[src/rtl/kdlp_pkg.sv]
// ----------------------------------------------------------------------------
// kdlp_pkg
// Shared types and constants for the key debounce / long-press block.
// ----------------------------------------------------------------------------
`default_nettype none

package kdlp_pkg;

   // field widths
   localparam int KeyBits   = 6;
   localparam int IndexBits = 3;
   localparam int DebBits   = 8;
   localparam int TickBits  = 16;
   localparam int CsrIdxBits  = 2;
   localparam int CsrDataBits = 16;

   // number of keys on the board; only keys that also fit the input word are scanned
   localparam int NumKeys  = 6;
   localparam int ScanKeys = (NumKeys < KeyBits) ? NumKeys : KeyBits;

   // register reset values
   localparam logic [DebBits-1:0]  DebounceReset = 8'd10;
   localparam logic [TickBits-1:0] LongReset     = 16'd1000;
   localparam logic [KeyBits-1:0]  MaskReset     = 6'd48;

   localparam logic [TickBits-1:0] TickMax = {TickBits{1'b1}};

   // register indexes
   typedef enum logic [CsrIdxBits-1:0] {
      CSR_DEBOUNCE_TICKS = 2'd0,
      CSR_LONG_TICKS     = 2'd1,
      CSR_LONG_KEY_MASK  = 2'd2
   } csr_idx_type;

   typedef enum logic [1:0] {
      PH_IDLE     = 2'd0,
      PH_DEBOUNCE = 2'd1,
      PH_HELD     = 2'd2
   } phase_type;

   typedef struct packed {
      logic [DebBits-1:0]  debounce_ticks;
      logic [TickBits-1:0] long_ticks;
      logic [KeyBits-1:0]  long_key_mask;
   } cfg_type;

   typedef struct packed {
      logic      take;
      phase_type phase;
   } fsm_stat_type;

endpackage

`default_nettype wire

[src/rtl/kdlp_csr.sv]
// ----------------------------------------------------------------------------
// kdlp_csr
// Configuration registers: index decode and storage.
// ----------------------------------------------------------------------------
`default_nettype none

module kdlp_csr (
   input  wire logic                                clock,
   input  wire logic                                reset,
   input  wire logic                                csr_valid,
   output logic                                     csr_ready,
   input  wire logic [kdlp_pkg::CsrIdxBits-1:0]     csr_index,
   input  wire logic [kdlp_pkg::CsrDataBits-1:0]    csr_wdata,
   output kdlp_pkg::cfg_type                        cfg
);

   kdlp_pkg::cfg_type cfg_ff;
   kdlp_pkg::cfg_type cfg_in;

   assign csr_ready = 1'b1;
   assign cfg       = cfg_ff;

   always_comb begin
      cfg_in = cfg_ff;
      if (csr_valid) begin
         case (csr_index)
            kdlp_pkg::CSR_DEBOUNCE_TICKS:
               cfg_in.debounce_ticks = csr_wdata[kdlp_pkg::DebBits-1:0];
            kdlp_pkg::CSR_LONG_TICKS:
               cfg_in.long_ticks = csr_wdata[kdlp_pkg::TickBits-1:0];
            kdlp_pkg::CSR_LONG_KEY_MASK:
               cfg_in.long_key_mask = csr_wdata[kdlp_pkg::KeyBits-1:0];
            default: begin
               // write beyond the register list is dropped
               cfg_in = cfg_ff;
            end
         endcase
      end
   end

   always_ff @(posedge clock) begin
      if (reset) begin
         cfg_ff.debounce_ticks <= kdlp_pkg::DebounceReset;
         cfg_ff.long_ticks     <= kdlp_pkg::LongReset;
         cfg_ff.long_key_mask  <= kdlp_pkg::MaskReset;
      end else begin
         cfg_ff <= cfg_in;
      end
   end

endmodule

`default_nettype wire

[src/rtl/kdlp_in_stage.sv]
// ----------------------------------------------------------------------------
// kdlp_in_stage
// Input register for one tick of key state.
// ----------------------------------------------------------------------------
`default_nettype none

module kdlp_in_stage (
   input  wire logic                             clock,
   input  wire logic                             reset,
   input  wire logic                             req_valid,
   output logic                                  req_ready,
   input  wire logic [kdlp_pkg::KeyBits-1:0]     req_keys_pressed,
   input  wire logic                             take,
   output logic                                  item_valid,
   output logic [kdlp_pkg::KeyBits-1:0]          item_keys
);

   logic                           valid_ff;
   logic                           valid_in;
   logic [kdlp_pkg::KeyBits-1:0]   keys_ff;

   // a slot frees up in the same cycle the held item is consumed
   assign req_ready  = !valid_ff || take;
   assign item_valid = valid_ff;
   assign item_keys  = keys_ff;

   always_comb begin
      valid_in = valid_ff;
      if (req_valid && req_ready) begin
         valid_in = 1'b1;
      end else if (take) begin
         valid_in = 1'b0;
      end
   end

   always_ff @(posedge clock) begin
      if (reset) begin
         valid_ff <= 1'b0;
      end else begin
         valid_ff <= valid_in;
      end
   end

   always_ff @(posedge clock) begin
      if (req_valid && req_ready) begin
         keys_ff <= req_keys_pressed;
      end
   end

endmodule

`default_nettype wire

[src/rtl/kdlp_fsm.sv]
// ----------------------------------------------------------------------------
// kdlp_fsm
// Debounce / hold state machine, tick counter and result register.
// ----------------------------------------------------------------------------
`default_nettype none

module kdlp_fsm (
   input  wire logic                              clock,
   input  wire logic                              reset,
   input  wire kdlp_pkg::cfg_type                 cfg,
   input  wire logic                              item_valid,
   input  wire logic [kdlp_pkg::KeyBits-1:0]      item_keys,
   output kdlp_pkg::fsm_stat_type                 stat,
   output logic                                   rsp_valid,
   input  wire logic                              rsp_ready,
   output logic [kdlp_pkg::IndexBits-1:0]         rsp_key_index,
   output logic                                   rsp_long_press
);

   kdlp_pkg::phase_type                phase_ff;
   kdlp_pkg::phase_type                phase_in;
   logic [kdlp_pkg::IndexBits-1:0]     active_ff;
   logic [kdlp_pkg::IndexBits-1:0]     active_in;
   logic [kdlp_pkg::TickBits-1:0]      tick_ff;
   logic [kdlp_pkg::TickBits-1:0]      tick_in;
   logic                               rsp_valid_ff;
   logic                               rsp_valid_in;
   logic [kdlp_pkg::IndexBits-1:0]     key_index_ff;
   logic                               long_press_ff;

   logic                               take;
   logic                               emit;
   logic                               emit_long;
   logic                               down;
   logic [kdlp_pkg::TickBits-1:0]      tick_inc;

   // an item moves on whenever the result slot is free or being drained
   assign take = item_valid && (!rsp_valid_ff || rsp_ready);

   assign down     = (active_ff < kdlp_pkg::IndexBits'(kdlp_pkg::KeyBits)) ?
                     item_keys[active_ff] : 1'b0;
   assign tick_inc = (tick_ff == kdlp_pkg::TickMax) ? kdlp_pkg::TickMax
                                                    : tick_ff + 1'b1;

   always_comb begin
      phase_in  = phase_ff;
      active_in = active_ff;
      tick_in   = tick_ff;
      emit      = 1'b0;
      emit_long = 1'b0;
      if (take) begin
         case (phase_ff)
            kdlp_pkg::PH_DEBOUNCE: begin
               tick_in = tick_inc;
               if (tick_inc >= {{(kdlp_pkg::TickBits-kdlp_pkg::DebBits){1'b0}},
                                cfg.debounce_ticks}) begin
                  phase_in = down ? kdlp_pkg::PH_HELD : kdlp_pkg::PH_IDLE;
               end
            end
            kdlp_pkg::PH_HELD: begin
               tick_in = tick_inc;
               if (!down) begin
                  emit      = 1'b1;
                  emit_long = cfg.long_key_mask[active_ff] &&
                              (tick_inc >= cfg.long_ticks);
                  phase_in  = kdlp_pkg::PH_IDLE;
               end
            end
            default: begin
               // idle and the unused code: pick the lowest pressed key
               phase_in = kdlp_pkg::PH_IDLE;
               for (int i = kdlp_pkg::ScanKeys - 1; i >= 0; i--) begin
                  if (item_keys[i]) begin
                     active_in = kdlp_pkg::IndexBits'(i);
                     tick_in   = '0;
                     phase_in  = kdlp_pkg::PH_DEBOUNCE;
                  end
               end
            end
         endcase
      end
   end

   always_comb begin
      rsp_valid_in = rsp_valid_ff;
      if (emit) begin
         rsp_valid_in = 1'b1;
      end else if (rsp_ready) begin
         rsp_valid_in = 1'b0;
      end
   end

   always_ff @(posedge clock) begin
      if (reset) begin
         phase_ff     <= kdlp_pkg::PH_IDLE;
         active_ff    <= '0;
         tick_ff      <= '0;
         rsp_valid_ff <= 1'b0;
      end else begin
         phase_ff     <= phase_in;
         active_ff    <= active_in;
         tick_ff      <= tick_in;
         rsp_valid_ff <= rsp_valid_in;
      end
   end

   always_ff @(posedge clock) begin
      if (emit) begin
         key_index_ff  <= active_ff;
         long_press_ff <= emit_long;
      end
   end

   assign rsp_valid      = rsp_valid_ff;
   assign rsp_key_index  = key_index_ff;
   assign rsp_long_press = long_press_ff;
   assign stat.take      = take;
   assign stat.phase     = phase_ff;

endmodule

`default_nettype wire

[src/rtl/key_debounce_long_press_top.sv]
// ----------------------------------------------------------------------------
// key_debounce_long_press_top
// Six-key debouncer with release reporting and long-press classification.
// ----------------------------------------------------------------------------
//  channel | ports                               | transfer when
//  --------+-------------------------------------+----------------------------
//  req     | req_keys_pressed[5:0]               | req_valid && req_ready
//  rsp     | rsp_key_index[2:0], rsp_long_press  | rsp_valid && rsp_ready
//  csr     | csr_index[1:0], csr_wdata[15:0]     | csr_valid (csr_ready is 1)
//
//  one tick per clock while rsp is not stalled; a tick goes through the input
//  register and then the state update, and a release shows on rsp from the
//  result register. while a result waits, the next tick may enter the input
//  register but is not consumed until the result register drains, so a stall
//  on rsp holds req_ready low. reset returns to idle and restores defaults.
// ----------------------------------------------------------------------------
`default_nettype none

module key_debounce_long_press_top (
   input  wire logic                                clock,
   input  wire logic                                reset,
   input  wire logic                                req_valid,
   output logic                                     req_ready,
   input  wire logic [kdlp_pkg::KeyBits-1:0]        req_keys_pressed,
   output logic                                     rsp_valid,
   input  wire logic                                rsp_ready,
   output logic [kdlp_pkg::IndexBits-1:0]           rsp_key_index,
   output logic                                     rsp_long_press,
   input  wire logic                                csr_valid,
   output logic                                     csr_ready,
   input  wire logic [kdlp_pkg::CsrIdxBits-1:0]     csr_index,
   input  wire logic [kdlp_pkg::CsrDataBits-1:0]    csr_wdata
);

   kdlp_pkg::cfg_type               cfg;
   kdlp_pkg::fsm_stat_type          stat;
   logic                            item_valid;
   logic [kdlp_pkg::KeyBits-1:0]    item_keys;

   kdlp_csr u_csr (
      .clock     (clock),
      .reset     (reset),
      .csr_valid (csr_valid),
      .csr_ready (csr_ready),
      .csr_index (csr_index),
      .csr_wdata (csr_wdata),
      .cfg       (cfg)
   );

   kdlp_in_stage u_in_stage (
      .clock            (clock),
      .reset            (reset),
      .req_valid        (req_valid),
      .req_ready        (req_ready),
      .req_keys_pressed (req_keys_pressed),
      .take             (stat.take),
      .item_valid       (item_valid),
      .item_keys        (item_keys)
   );

   kdlp_fsm u_fsm (
      .clock          (clock),
      .reset          (reset),
      .cfg            (cfg),
      .item_valid     (item_valid),
      .item_keys      (item_keys),
      .stat           (stat),
      .rsp_valid      (rsp_valid),
      .rsp_ready      (rsp_ready),
      .rsp_key_index  (rsp_key_index),
      .rsp_long_press (rsp_long_press)
   );

   // a new result only comes from a tick consumed in the held phase
   a_rsp_from_held: assert property (@(posedge clock) disable iff (reset)
      $rose(rsp_valid) |-> ($past(stat.take) && $past(stat.phase) == kdlp_pkg::PH_HELD))
      else $error("result raised outside a held release");

   // a waiting result is never overwritten by a tick in the held phase
   a_no_overwrite: assert property (@(posedge clock) disable iff (reset)
      (rsp_valid && !rsp_ready && stat.phase == kdlp_pkg::PH_HELD) |-> !stat.take)
      else $error("held tick consumed while result stalled");

   // idle never jumps straight to held without a debounce pass
   a_idle_to_held: assert property (@(posedge clock) disable iff (reset)
      (stat.phase == kdlp_pkg::PH_IDLE) |=> (stat.phase != kdlp_pkg::PH_HELD))
      else $error("held entered without debounce");

endmodule

`default_nettype wire
[config.mk]
export PLATFORM = sky130hd
export DESIGN_NAME = key_debounce_long_press_top
export DESIGN_NICKNAME = d
export VERILOG_FILES = /design/src/rtl/kdlp_pkg.sv /design/src/rtl/kdlp_csr.sv /design/src/rtl/kdlp_in_stage.sv /design/src/rtl/kdlp_fsm.sv /design/src/rtl/key_debounce_long_press_top.sv
export SDC_FILE = /design/constraint.sdc
export NUM_CORES = 1
export LEC_CHECK = 0
export ABC_AREA = 1
export BUFFER_PORTS_ARGS = -buffer_cell sky130_fd_sc_hd__buf_2
export CAP_MARGIN = 30
export CORE_AREA = 2 2 100 73
export CTS_BUF_LIST = sky130_fd_sc_hd__clkbuf_4 sky130_fd_sc_hd__clkbuf_8
export CTS_CLUSTER_SIZE = 16
export DETAILED_ROUTE_END_ITERATION = 12
export DIE_AREA = 0 0 102 75
export GPL_ROUTABILITY_DRIVEN = 1
export PLACE_DENSITY = 0.78
export SETUP_SLACK_MARGIN = 0.3
export SYNTH_ARGS = -nofsm -noshare
export SYNTH_HDL_FRONTEND = slang
export SYNTH_SLANG_ARGS = --single-unit
[constraint.sdc]
create_clock -name clock -period 5.7 [get_ports clock]
set_input_delay 0.285 -clock clock [delete_from_list [all_inputs] [get_ports clock]]
set_output_delay 0.285 -clock clock [all_outputs]
set_load 0.01 [all_outputs]
After elaboration in Yosys (flattened, before gate mapping). Cells that the tools add are included.

$add $sub $neg: 1. Bitwise logic cells: 3. Eq/ne operators: 7. Reduce and logical (&&, ||, !) cells: 20. Divide/modulo/power cells: 0. Mux-type cells: 36. Order comparisons: 4. Shift-type cells: 0. $mul: 0.

Operators by type and width (count): two-way mux 16 bit (8); two-way mux 3 bit (6); adder 16 x 1 -> 16 bit, second input constant (1); == test 16 bit, second input constant (1); greater-or-equal comparator 16 bit (1); greater-or-equal comparator 16 x 8 -> 1 bit (1); two-way mux 1 bit (16); AND reduction 2 bit (4); nonzero test 7 bit (1); binary-select mux 1 bit (select 3 bit) (2); two-way mux 2 bit (3); AND reduction 3 bit (2); nonzero test 6 bit (1); == test 2 x 1 -> 1 bit, second input constant (2); == test 2 bit, second input constant (2); < comparator 3 x 4 -> 1 bit, second input constant (1); case mux 2 bit (2 select lines) (1); nonzero test 2 bit (2); logical AND 1 bit (3); < comparator 3 bit, second input constant (1); NOT 1 bit (3); OR reduction 3 bit (1); zero test 1 bit (2); zero test 2 bit (1); 4 further kinds (5).

Memory bits (read-only): 0. Output and inout port bits: 7. Memories kept: 0. Word-level logic and storage cells: 82. RAM bits: 0. Latch bits: 0. Register bits after elaboration: 63.

Logic depth before layout (Yosys ltp). Gate-level depths: netlist of run 1.

Depth after elaboration: 7. Mapped depth: 22. Depth with buffers taken out: 22.

By module. A second synthesis of run 1 with hierarchy kept.

Cell total of the unflattened synthesis: 557. Area, all modules: 3792.4 sq um.

By module, submodules not included: kdlp_fsm (seq. area each 560.5 sq um, cells each 366, instances 1, area each 2299.7 sq um); kdlp_csr (seq. area each 600.6 sq um, cells each 179, instances 1, area each 1265.0 sq um); kdlp_in_stage (seq. area each 200.2 sq um, cells each 12, instances 1, area each 227.7 sq um).

Worst setup path after synthesis of run 1. Ideal clock, no wire load.

Path type: reg-to-reg. Start: register u_fsm.tick_ff[0] (netlist name). End: register u_fsm.long_press_ff, in the netlist u_fsm.rsp_long_press (data pin). Path buffers: 0. Arrival time: 2.006 ns. Data required time: 5.450 ns. Path slack: 3.444 ns. Clock period less this slack: 2.256 ns. Library setup time: 0.250 ns. Cell stages (with the launch flop): 16. Cell sequence: dfxtp_1 ha_1 nand3_1 nor2_1 nand2_2 inv_1 or2_2 ha_1 a21oi_1 o21ai_0 nand2_1 o211ai_1 nand2_1 nand3_1 nand3_1 inv_1.

Longest elaborated chain between the ends: 4. Elaborated cells between the ends (all ways): 5.

Ends and longest elaborated chain: start, declared (line kdlp_fsm.sv:24) `logic [kdlp_pkg::TickBits-1:0] tick_ff;`; start signal, assigned (line kdlp_fsm.sv:102) `tick_ff <= tick_in;`; adder 16 x 1 -> 16 bit / == test 16 bit (equally long branches) (line kdlp_fsm.sv:43, kdlp_fsm.sv:42); two-way mux 16 bit * (line kdlp_fsm.sv:42) `assign tick_inc = (tick_ff == kdlp_pkg::TickMax) ? kdlp_pkg::TickMax`; greater-or-equal comparator 16 bit * (line kdlp_fsm.sv:65) `(tick_inc >= cfg.long_ticks);`; logical AND 1 bit * (line kdlp_fsm.sv:64) `emit_long = cfg.long_key_mask[active_ff] &&`; end signal, assigned (line kdlp_fsm.sv:110) `long_press_ff <= emit_long;`; end, declared (line kdlp_fsm.sv:29) `logic long_press_ff;`.

Mark *: on every way between the ends. The rest lies on a longest branch, timed or not. A chain may end at the register's enable or synchronous reset.

Worst setup path in the final report of run 1.
Start: register u_fsm.tick_ff[0] (netlist name). End: register u_fsm.phase_ff[0].

Longest elaborated chain between the ends: 5. Elaborated cells between the ends (all ways): 6.

Ends and longest elaborated chain: adder 16 x 1 -> 16 bit / == test 16 bit (equally long branches) (line kdlp_fsm.sv:43, kdlp_fsm.sv:42); two-way mux 16 bit * (line kdlp_fsm.sv:42); greater-or-equal comparator 16 x 8 -> 1 bit * (line kdlp_fsm.sv:55) `if (tick_inc >= {{(kdlp_pkg::TickBits-kdlp_pkg::DebBits){1'b0}},`; inequality test 2 x 1 -> 1 bit (no line) *; AND reduction 3 bit (no line) *; end signal, assigned (line kdlp_fsm.sv:95) `phase_ff <= kdlp_pkg::PH_IDLE;`; end signal, assigned (line kdlp_fsm.sv:100) `phase_ff <= phase_in;`; end, declared (line kdlp_fsm.sv:20) `kdlp_pkg::phase_type phase_ff;`.

Marked as above.

==> run_results.csv, run 1 <==
group,metric,value,unit
outcome,outcome,"complete, no violations",
place,port_buffers,34,
run,drv_cap,0,
synthesis,synthCells,495,
floorplanning,initial_core_util,53.25,%
synthesis,synth_area,3531,sq um
route,route.vias.total,3257,
sta,hold_violations,0,
power_and_ir_drop,switching_share,26.13,%
synthesis,yosysMostFrequentCell,"nand2_1",
clock_tree,cts_setup_buffers,0,
sta,rsz0062_at_grt,"false",
place,dp_hpwl,6207,um
sta,clock.fmax,0.3667,GHz
final_layout,insertedDiodeCount,0,
final_layout,fillCellCount,608,
sta,slew_headroom,45.22,%
hold_path,hp-class,"input port to flip-flop",
sta,fin_crit,2727,ps
synthesis,yosysTopAreaCell,"dfxtp_1",
clock_tree,cts_tree,"built",
critical_path,crit_required,5940,ps
power_and_ir_drop,combPwrFrac,10.5,%
power_and_ir_drop,power.leakage,1.867,nW
route,wl,8030,um
synthesis,async_flop_share,0,%
synthesis,ys_seq_elements,63,
floorplanning,core,6631,sq um
sta,finalCritPeriodShare,47.85,%
power_and_ir_drop,ir_drop,0.1620,mV
synthesis,synth_edf_count,10,
clock_tree,clockBufferDepth,2,
synthesis,yosysTopAreaCellShare,30.05,%
final_layout,drive_gt1_share,14.07,%
route,wire_per_inst,12.81,um
grt,grt_max_degree,33,
route,ant_nets,0,
sta,setup_viol_count_final,0,
final_layout,multi_input_area,1795,sq um
final_layout,ff_latch_area,1361,sq um
synthesis,synthTopCellsByCount,"122 x nand2_1, 76 x inv_1, 54 x a21oi_1",
synthesis,yosysSeqAreaShare,38.55,%
power_and_ir_drop,internal-power,0.6732,mW
floorplanning,dieArea,7650,sq um
grt,grt_pass1_vias,2802,
synthesis,ys.flop_type,"dfxtp_1",
power_and_ir_drop,pwr-share-clk,37.0,%
clock_tree,cts_root_buf,"clkbuf_8",
power_and_ir_drop,power.switching,0.2382,mW
power_and_ir_drop,pwr-share-seq,52.5,%
route,dr.first_iter.drc_count,163,
power_and_ir_drop,power.density,231.6,nW/um^2
place,globalplace.congestion,0.8876,
clock_tree,cts-hold-fix-buffers,0,
route,drc,0,
clock_tree,insertion_delay,340,ps
final_layout,num-nets-final,585,
synthesis,ys_types,31,
sta,worst-slew-pin-transition,821.6,ps
synthesis,synthTopCellsByArea,"dfxtp_1 30%, nand2_1 13%, ha_1 9.6%",
synthesis,synth_nets,551,
floorplanning,rows,25,
floorplanning,dieHeight,75,um
synthesis,synth_warnings,0,
clock_tree,numCtsBuffers,9,
clock_tree,htreeDepth,3,
grt,grt-ovfl-total,0,
critical_path,crit_type,"flip-flop to flip-flop",
critical_path,crit_fanout,13,
critical_path,setup.worst_path.start_class,"flip-flop",
route,dr.pass1.iters,5,
grt,antenna_found_initial,0,
sta,clock_skew,10.70,ps
sta,drv_slew,0,
grt,grt_use_total,22.20,%
clock_tree,cts.sinks,63,
final_layout,post-route-util,59.34,%
route,via_per_inst,5.195,
synthesis,postSynthAreaPerCell,7.133,sq um
grt,grt_first_pass_wirelength,12990,um
sta,setup_tns,0,ps
clock_tree,post_cts_resized,0,
critical_path,crit_path_end_kind,"flip-flop",
final_layout,syn_to_final_growth,11.45,%
critical_path,cp.arrival,2960,ps
clock_tree,clkTransAtPathRegs,70,ps
floorplanning,die_x,102,um
floorplanning,io_pins,36,
stage by stage:
step                power [mW]  cells  setup slack, ps  instance area [sq um]  hold WS [ps]
floorplan               0.5518    495             3444                   3531         354.1
global placement        0.5787    611             3122                   3760         449.3
detailed placement      0.5828    612             3019                   3767         455.7
CTS                     0.9204    627             3005                   3935         100.6
global route            0.9519    627             2593                   3935         98.46
finish                  0.9113    627             2973                   3935         116.9
kinds of logic (layout without fill, tap and decap cells):
family,count (synthesis),after routing,share of synthesized area [%]
AOI/OAI and AO/OA,103,103,15.91
other,1,1,0.1062
buffers and inverters,95,133,10.59
xor gates and xnor gates,2,2,0.4962
adders and majority gates,27,27,9.568
and+or+nand+nor,204,204,24.77
DFF,63,63,38.55
sequential cells by signal (all words and copies together), names as in the netlist, 2 cells and up:
register	flops
u_csr.cfg	30
u_fsm.tick_ff	16
u_in_stage.item_keys	6
u_fsm.active_ff	3
u_fsm.rsp_key_index	3
u_fsm.phase_ff	2
critical path: stages (launching register included):
cell and delay, ps:
dfxtp_1 340, ha_1 230, nand3_1 160, nor2_1 90, nand2_2 220, inv_1 120
or2_2 320, ha_1 280, nand2_1 60, nand2_1 50, nand2_1 50, nand2_1 50
nand2_1 50, nand2_1 50, a21oi_1 150, nand3_1 120, nand2_2 110, nand2_1 50
nand2_1 70, nor2_2 40
routing by layer:
layer	GRT usage (%)	up-vias	part of all wire, %
met5	0	-	0
met2	32.68	111	42
met1	31.83	1476	50
met4	7.852	0	1.2
li1	-	1659	-
met3	5.664	11	7.3
layout by cell type, fill, tap and decap left out, drive strengths merged:
cell type  synthesis  layout
dfxtp             53      53
nor4               1       1
and2               1       1
nor3               3       3
inv               82      82
buf                4      36
nor2              39      39
a211oi             1       1
o21bai             2       2
xnor2              2       2
ha                27      27
a32o               1       1
or2                3       3
clkinvlp           0       1
clkbuf             9      11
a21oi             55      55
nand3             24      24
o21ai             32      32
clkinv             0       3
nand4              5       5
conb               1       1
nand2            128     128
edfxtp            10      10
o211ai            12      12
path summary, 6_finish.rpt:
kind | startpoint | end | slack (ps) | cells after the start
worst min register to register | u_fsm.active_ff[2] | u_fsm.rsp_key_index[2] | 470 | 0
worst max register to register | u_fsm.tick_ff[0] | u_fsm.phase_ff[0] | 2970 | 19
worst min-delay path | req_keys_pressed[3] | u_in_stage.item_keys[3] | 120 | 1
worst max-delay path | u_fsm.tick_ff[0] | u_fsm.phase_ff[0] | 2970 | 19
power groups by stage:
stage	logic (mW)	clock network, mW	registers (mW)
after floorplan	0.0671	0	0.485
after global placement	0.0914	0	0.487
after detailed placement	0.0949	0	0.488
after CTS	0.0955	0.347	0.478
after global routing	0.110	0.363	0.480
final	0.0959	0.337	0.478
layout make-up:
cell class | count | share of cell area [%]
clock buffer | 11 | 3.688
clock inverter | 4 | 0.5723
inverter | 82 | 7.822
multi-input combinational | 337 | 45.63
sequential | 63 | 34.59
tap | 94 | 2.989
timing repair buffer | 36 | 4.706
(Power assumes the default switching activity.)
==> inputs of run 2 (changes only) <==
clock period = 2.7 ns   (was 5.7 ns; I/O delays follow)
==> run 2 against run 1 <==
Critical path depth unchanged. Power increased by 110%. Sequential share of layout area decreased by 3.2 points. Global-route usage increased by 2.8 points. First-iteration DRC count increased by 29%. Sequential power increased by 110%. Sequential cell count unchanged. Routed wire length increased by 17%. Hold slack got worse by 95 ps. Register-to-register slack got worse by 2600 ps.
==> run_results.csv, run 2 (synthesis results as in run 1) <==
group,metric,value,unit
final_layout,drive_gt1_share,27.39,%
sta,rsz0062_at_grt,"true",
grt,grt_pass1_vias,3058,
critical_path,rr_endpoint,"u_fsm.phase_ff[0]",
hold_path,hp-class,"input port to flip-flop",
critical_path,setup.worst_path.start_class,"flip-flop",
route,via_per_inst,5.234,
clock_tree,clkTransAtPathRegs,70,ps
place,dp_hpwl,6276,um
hold_path,hp-start,"csr_wdata[9]",
clock_tree,cts_tree,"built",
critical_path,rr_worst_depth,19,
critical_path,crit_path_end_kind,"flip-flop",
route,drc,0,
final_layout,num-nets-final,607,
sta,clock.fmax,0.4208,GHz
route,route.vias.total,3397,
floorplanning,io_pins,36,
power_and_ir_drop,power.leakage,2.050,nW
sta,fin_crit,2377,ps
clock_tree,cts_root_buf,"clkbuf_8",
grt,grt_first_pass_wirelength,14550,um
floorplanning,core,6631,sq um
critical_path,startpoint,"u_fsm.tick_ff[1]",
route,ant_nets,0,
sta,hold_violations,0,
run,drv_cap,0,
final_layout,final_common_cell,"nand2_1",
grt,grt_use_total,25.02,%
critical_path,cp.arrival,2610,ps
outcome,outcome,"complete, no violations",
sta,setup_viol_count_final,0,
sta,drv_slew,0,
floorplanning,die_x,102,um
route,dr.pass1.iters,5,
grt,grt_max_degree,33,
final_layout,syn_to_final_growth,26.36,%
grt,antenna_found_initial,0,
critical_path,crit_type,"flip-flop to flip-flop",
clock_tree,htreeDepth,3,
power_and_ir_drop,ir_drop,0.3626,mV
place,port_buffers,34,
sta,finalCritPeriodShare,88.02,%
sta,setup_tns,0,ps
critical_path,crit_fanout,7,
floorplanning,rows,25,
final_layout,largest_register_ff_count,30,
sta,slew_headroom,39.17,%
critical_path,r2r-start,"u_fsm.tick_ff[1]",
route,wire_per_inst,14.46,um
clock_tree,clockBufferDepth,2,
floorplanning,dieHeight,75,um
critical_path,cp-endpoint,"u_fsm.phase_ff[0]",
sta,worst-slew-pin-transition,911.4,ps
clock_tree,numCtsBuffers,9,
critical_path,crit_required,2940,ps
grt,grt-ovfl-total,0,
route,wl,9387,um
place,globalplace.congestion,0.8745,
power_and_ir_drop,power.density,438.6,nW/um^2
floorplanning,initial_core_util,53.25,%
sta,clock_skew,6.730,ps
clock_tree,cts.sinks,63,
final_layout,fillCellCount,546,
critical_path,r2r_setup_slack,320,ps
floorplanning,dieArea,7650,sq um
route,dr.first_iter.drc_count,210,
clock_tree,insertion_delay,350,ps
final_layout,post-route-util,67.28,%
final_layout,layout_common_cells,"113 x nand2_1, 72 x inv_1, 50 x a21oi_1",
final_layout,insertedDiodeCount,0,
==> run 2: routing by layer <==
layer | GRT usage (%) | part of all wire (%) | up-vias | wire [um]
li1 | - | - | 1712 | -
met1 | 34.86 | 48 | 1566 | 4467
met2 | 38.30 | 45 | 108 | 4205
met3 | 5.385 | 6.3 | 11 | 593
met4 | 10.07 | 1.3 | 0 | 120
met5 | 0 | 0 | - | 0
==> run 2: report_power, final <==
part           switching (mW)  total (mW)  leakage (nW)  internal [mW]
Sequential             0.0211        1.00         0.536          0.983
Clock                   0.355       0.713        0.0884          0.358
Combinational           0.148       0.240          1.43         0.0914
==> run 2: worst min path at each step <==
stage / to / slack (ps) / depth (start not counted)
2_1_floorplan: u_fsm.tick_ff[15] / 200 / 1
3_3_place_gp: u_in_stage.item_keys[1] / 310 / 1
3_5_place_dp: u_in_stage.item_keys[1] / 310 / 1
4_1_cts: u_csr.cfg[15] / 5 / 3
5_1_grt: u_csr.cfg[12] / 30 / 3
6_report: u_csr.cfg[15] / 20 / 3
==> run 2: layout make-up <==
| cell class | instances | area [sq um] | share of cell area [%] |
|---|---|---|---|
| well taps | 94 | 117.6 | 2.636 |
| repair buffers | 58 | 372.9 | 8.357 |
| inverters | 82 | 310.3 | 6.955 |
| clock inverters | 4 | 22.52 | 0.5048 |
| flip-flops and latches | 63 | 1400 | 31.38 |
| multi-input cells | 337 | 2093 | 46.92 |
| clock buffers | 11 | 145.1 | 3.253 |
==> run 2: metrics by stage <==
step	cells	power (mW)	worst slack [ps]	cell area (sq um)	hold slack, ps
floorplan	495	1.165	443.6	3531	204.1
global route	649	2.034	212.0	4462	30.51
global placement	615	1.224	136.6	3790	311.5
detailed placement	615	1.234	24.29	3790	314.0
CTS	644	1.946	309.0	4164	4.627
finish	649	1.957	323.4	4462	21.61
==> run 2: timing repair <==
action	4_1_cts	5_1_grt
endpoints found under the setup margin	3	3
pin swaps	6	21
hold buffers	6	0
buffers inserted	8	5
hold endpoints to repair	6	0
resized for setup	26	62
==> run 2: critical path: stages, from the launching register on <==
cell	delay [ps]
dfxtp_4	370
ha_4	180
nand3_4	100
nor2_4	50
nand2_4	150
inv_4	70
or2_4	270
ha_4	220
nand2_1	60
nand2_1	40
nand2_1	50
nand2_1	50
nand2_1	50
nand2_1	60
a21oi_2	160
nand3_2	120
nand2_4	100
nand2_1	50
nand2_1	80
nor2_2	40
==> inputs of run 3 (changes only) <==
ABC_AREA = not set   (was 1)
==> run 3 against run 2 <==
The flow now finishes with violations (setup timing). Clock skew about the same. Synthesized cell count decreased by 18%. First-iteration DRC count did not move. Largest cell class unchanged. Synthesized area down 0.18%. Routed wire length rose by 2.0%. Power is 2.5% lower. Sequential power about the same. Clock power up 1%. Global-route usage grew 1.9 points. Critical endpoint is now u_fsm.rsp_long_press. Worst setup slack worse by 460 ps. Highest routed layer unchanged. Sequential share of layout area decreased by 1.6 points.
==> run_results.csv, run 3 <==
group,metric,value,unit
sta,fin_ws,-136.8,ps
route,via_per_inst,5.548,
place,port_buffers,34,
sta,setup_viol_count_final,3,
route,wire_per_inst,16.03,um
sta,worst-slew-pin-transition,760.1,ps
power_and_ir_drop,power.density,413.9,nW/um^2
sta,drv_slew,0,
clock_tree,cts_root_buf,"clkbuf_8",
sta,whs,7.032,ps
sta,fin_crit,2837,ps
clock_tree,cts_tree,"built",
synthesis,synth_area,3525,sq um
clock_tree,clockBufferDepth,2,
clock_tree,cts.sinks,63,
synthesis,synthTopCellsByCount,"53 x dfxtp_1, 47 x nand2_1, 47 x nor2_1",
floorplanning,core,6631,sq um
synthesis,yosysTopAreaCellShare,30.10,%
critical_path,cp.arrival,2930,ps
grt,antenna_found_initial,0,
place,place_area,4138,sq um
final_layout,layout_common_cells,"52 x buf_4, 47 x dfxtp_1, 46 x nor2_1",
final_layout,num-nets-final,554,
floorplanning,io_pins,36,
critical_path,crit_type,"flip-flop to flip-flop",
final_layout,syn_to_final_growth,30.85,%
route,wl,9571,um
synthesis,synth_edf_count,10,
final_layout,final_common_cell,"buf_4",
clock_tree,htreeDepth,3,
clock_tree,numCtsBuffers,9,
outcome,violations,"setup timing",
sta,clock.fmax,0.3525,GHz
synthesis,synth_top_family_by_area,"simple AND/OR/NAND/NOR gates",
final_layout,drive_gt1_share,29.82,%
grt,grt_use_total,26.90,%
route,dr.first_iter.drc_count,210,
grt,grt_max_degree,37,
sta,finalCritPeriodShare,105.1,%
final_layout,post-route-util,69.55,%
synthesis,async_flop_share,0,%
place,dp_hpwl,6721,um
floorplanning,die_x,102,um
final_layout,insertedDiodeCount,0,
critical_path,crit_path_end_kind,"flip-flop",
floorplanning,dieArea,7650,sq um
synthesis,synth-xor-area-share,2.733,%
synthesis,yosysTopAreaCell,"dfxtp_1",
run,drv_cap,0,
floorplanning,rows,25,
clock_tree,insertion_delay,350,ps
synthesis,yosysMostFrequentCell,"dfxtp_1",
power_and_ir_drop,ir_drop,0.2691,mV
synthesis,synth_adder_area_share,9.585,%
synthesis,ys.flop_type,"dfxtp_1",
synthesis,ys_types,56,
clock_tree,clkTransAtPathRegs,70,ps
floorplanning,initial_core_util,53.15,%
synthesis,postSynthAreaPerCell,8.681,sq um
route,drc,0,
synthesis,synthCells,406,
critical_path,setup.worst_path.start_class,"flip-flop",
grt,grt_first_pass_wirelength,15560,um
synthesis,synth-compound-area-share,14.20,%
critical_path,crit_required,2800,ps
synthesis,synthMuxAreaShare,5.644,%
outcome,outcome,"finished, violations left",
power_and_ir_drop,power.leakage,2.074,nW
sta,rsz0062_at_grt,"true",
synthesis,ys_seq_elements,63,
hold_path,hp-class,"input port to flip-flop",
place,globalplace.congestion,0.9628,
grt,grt-ovfl-total,0,
route,dr.pass1.iters,4,
synthesis,synthTopCellsByArea,"dfxtp_1 30%, ha_1 9.6%, edfxtp_1 8.5%",
sta,hold_violations,0,
route,ant_nets,0,
route,route.vias.total,3312,
critical_path,crit_fanout,2,
sta,slew_headroom,49.09,%
grt,grt_pass1_vias,3278,
synthesis,synth_warnings,0,
synthesis,synthSimpleGateAreaFrac,22.47,%
synthesis,yosysSeqAreaShare,38.62,%
final_layout,final_area,4612,sq um
final_layout,largest_register_ff_count,30,
synthesis,synth_nets,462,
floorplanning,dieHeight,75,um
sta,clock_skew,7.219,ps
==> run 3: worst paths after layout <==
path                                              to  cells after the start  slack, ps        startpoint
worst max-delay path            u_fsm.rsp_long_press                     14       -140  u_fsm.tick_ff[1]
worst max register to register  u_fsm.rsp_long_press                     14       -140  u_fsm.tick_ff[1]
worst min register to register         u_csr.cfg[18]                      2        460     u_csr.cfg[18]
worst min-delay path                   u_csr.cfg[12]                      2          7      csr_wdata[6]
==> run 3: cell families (layout without fill, tap and decap cells) <==
| logic type | count (synthesis) | in the layout |
|---|---|---|
| AOI/OAI and AO/OA | 76 | 76 |
| xor gates and xnor gates | 11 | 11 |
| adders and majority gates | 27 | 27 |
| buffers and inverters | 52 | 149 |
| DFF | 63 | 63 |
| muxes | 17 | 17 |
| other | 1 | 1 |
| and+or+nand+nor | 159 | 159 |
==> run 3: timing repair <==
action / 4_1_cts / 5_1_grt
setup endpoints to repair: 3 / 3
resized for setup: 19 / 10
pin swaps: 15 / 13
endpoints found under the hold margin: 8 / 0
buffers inserted: 5 / 5
hold buffers: 8 / 0
==> run 3: layer usage <==
metal / share of wire (%) / vias to the layer above / global-route usage (%)
met5: 0 / - / 0
met4: 1.1 / 0 / 7.259
met3: 9.4 / 10 / 6.314
met2: 47 / 131 / 46.71
met1: 42 / 1570 / 34.16
li1: - / 1601 / -
==> run 3: metrics by stage <==
stage / std cells / worst slack (ps) / TNS [ps] / power (mW)
floorplan: 406 / -87.40 / -145.8 / 1.118
global placement: 563 / -138.9 / -332.2 / 1.172
detailed placement: 563 / -262.9 / -641.9 / 1.180
CTS: 592 / -196.5 / -372.4 / 1.913
global route: 597 / -257.4 / -689.5 / 1.995
finish: 597 / -136.8 / -288.6 / 1.909
==> run 3: power by group <==
part,internal (mW),switching [mW]
clock,0.361,0.361
sequential,0.978,0.0162
combinational,0.0843,0.108
total,1.42,0.486
==> run 3: worst max-delay path, cell delays in order (launching register included) <==
cell	delay, ps
dfxtp_4	360
ha_4	140
nand2_4	60
nor3_4	220
nand2_2	100
and2_1	190
buf_4	140
ha_1	260
nand2b_1	140
a21o_1	190
a21o_1	170
a21o_1	170
a21o_1	170
a31oi_1	220
a2111oi_2	50
==> run 3: cell type report <==
cell class / count / area, sq um
Clock buffer: 12 / 146.4
Clock inverter: 4 / 23.77
Fill cell: 533 / 2019
Inverter: 34 / 127.6
Multi-Input combinational cell: 291 / 2113
Sequential cell: 63 / 1374
Tap cell: 94 / 117.6
Timing Repair Buffer: 99 / 709.4
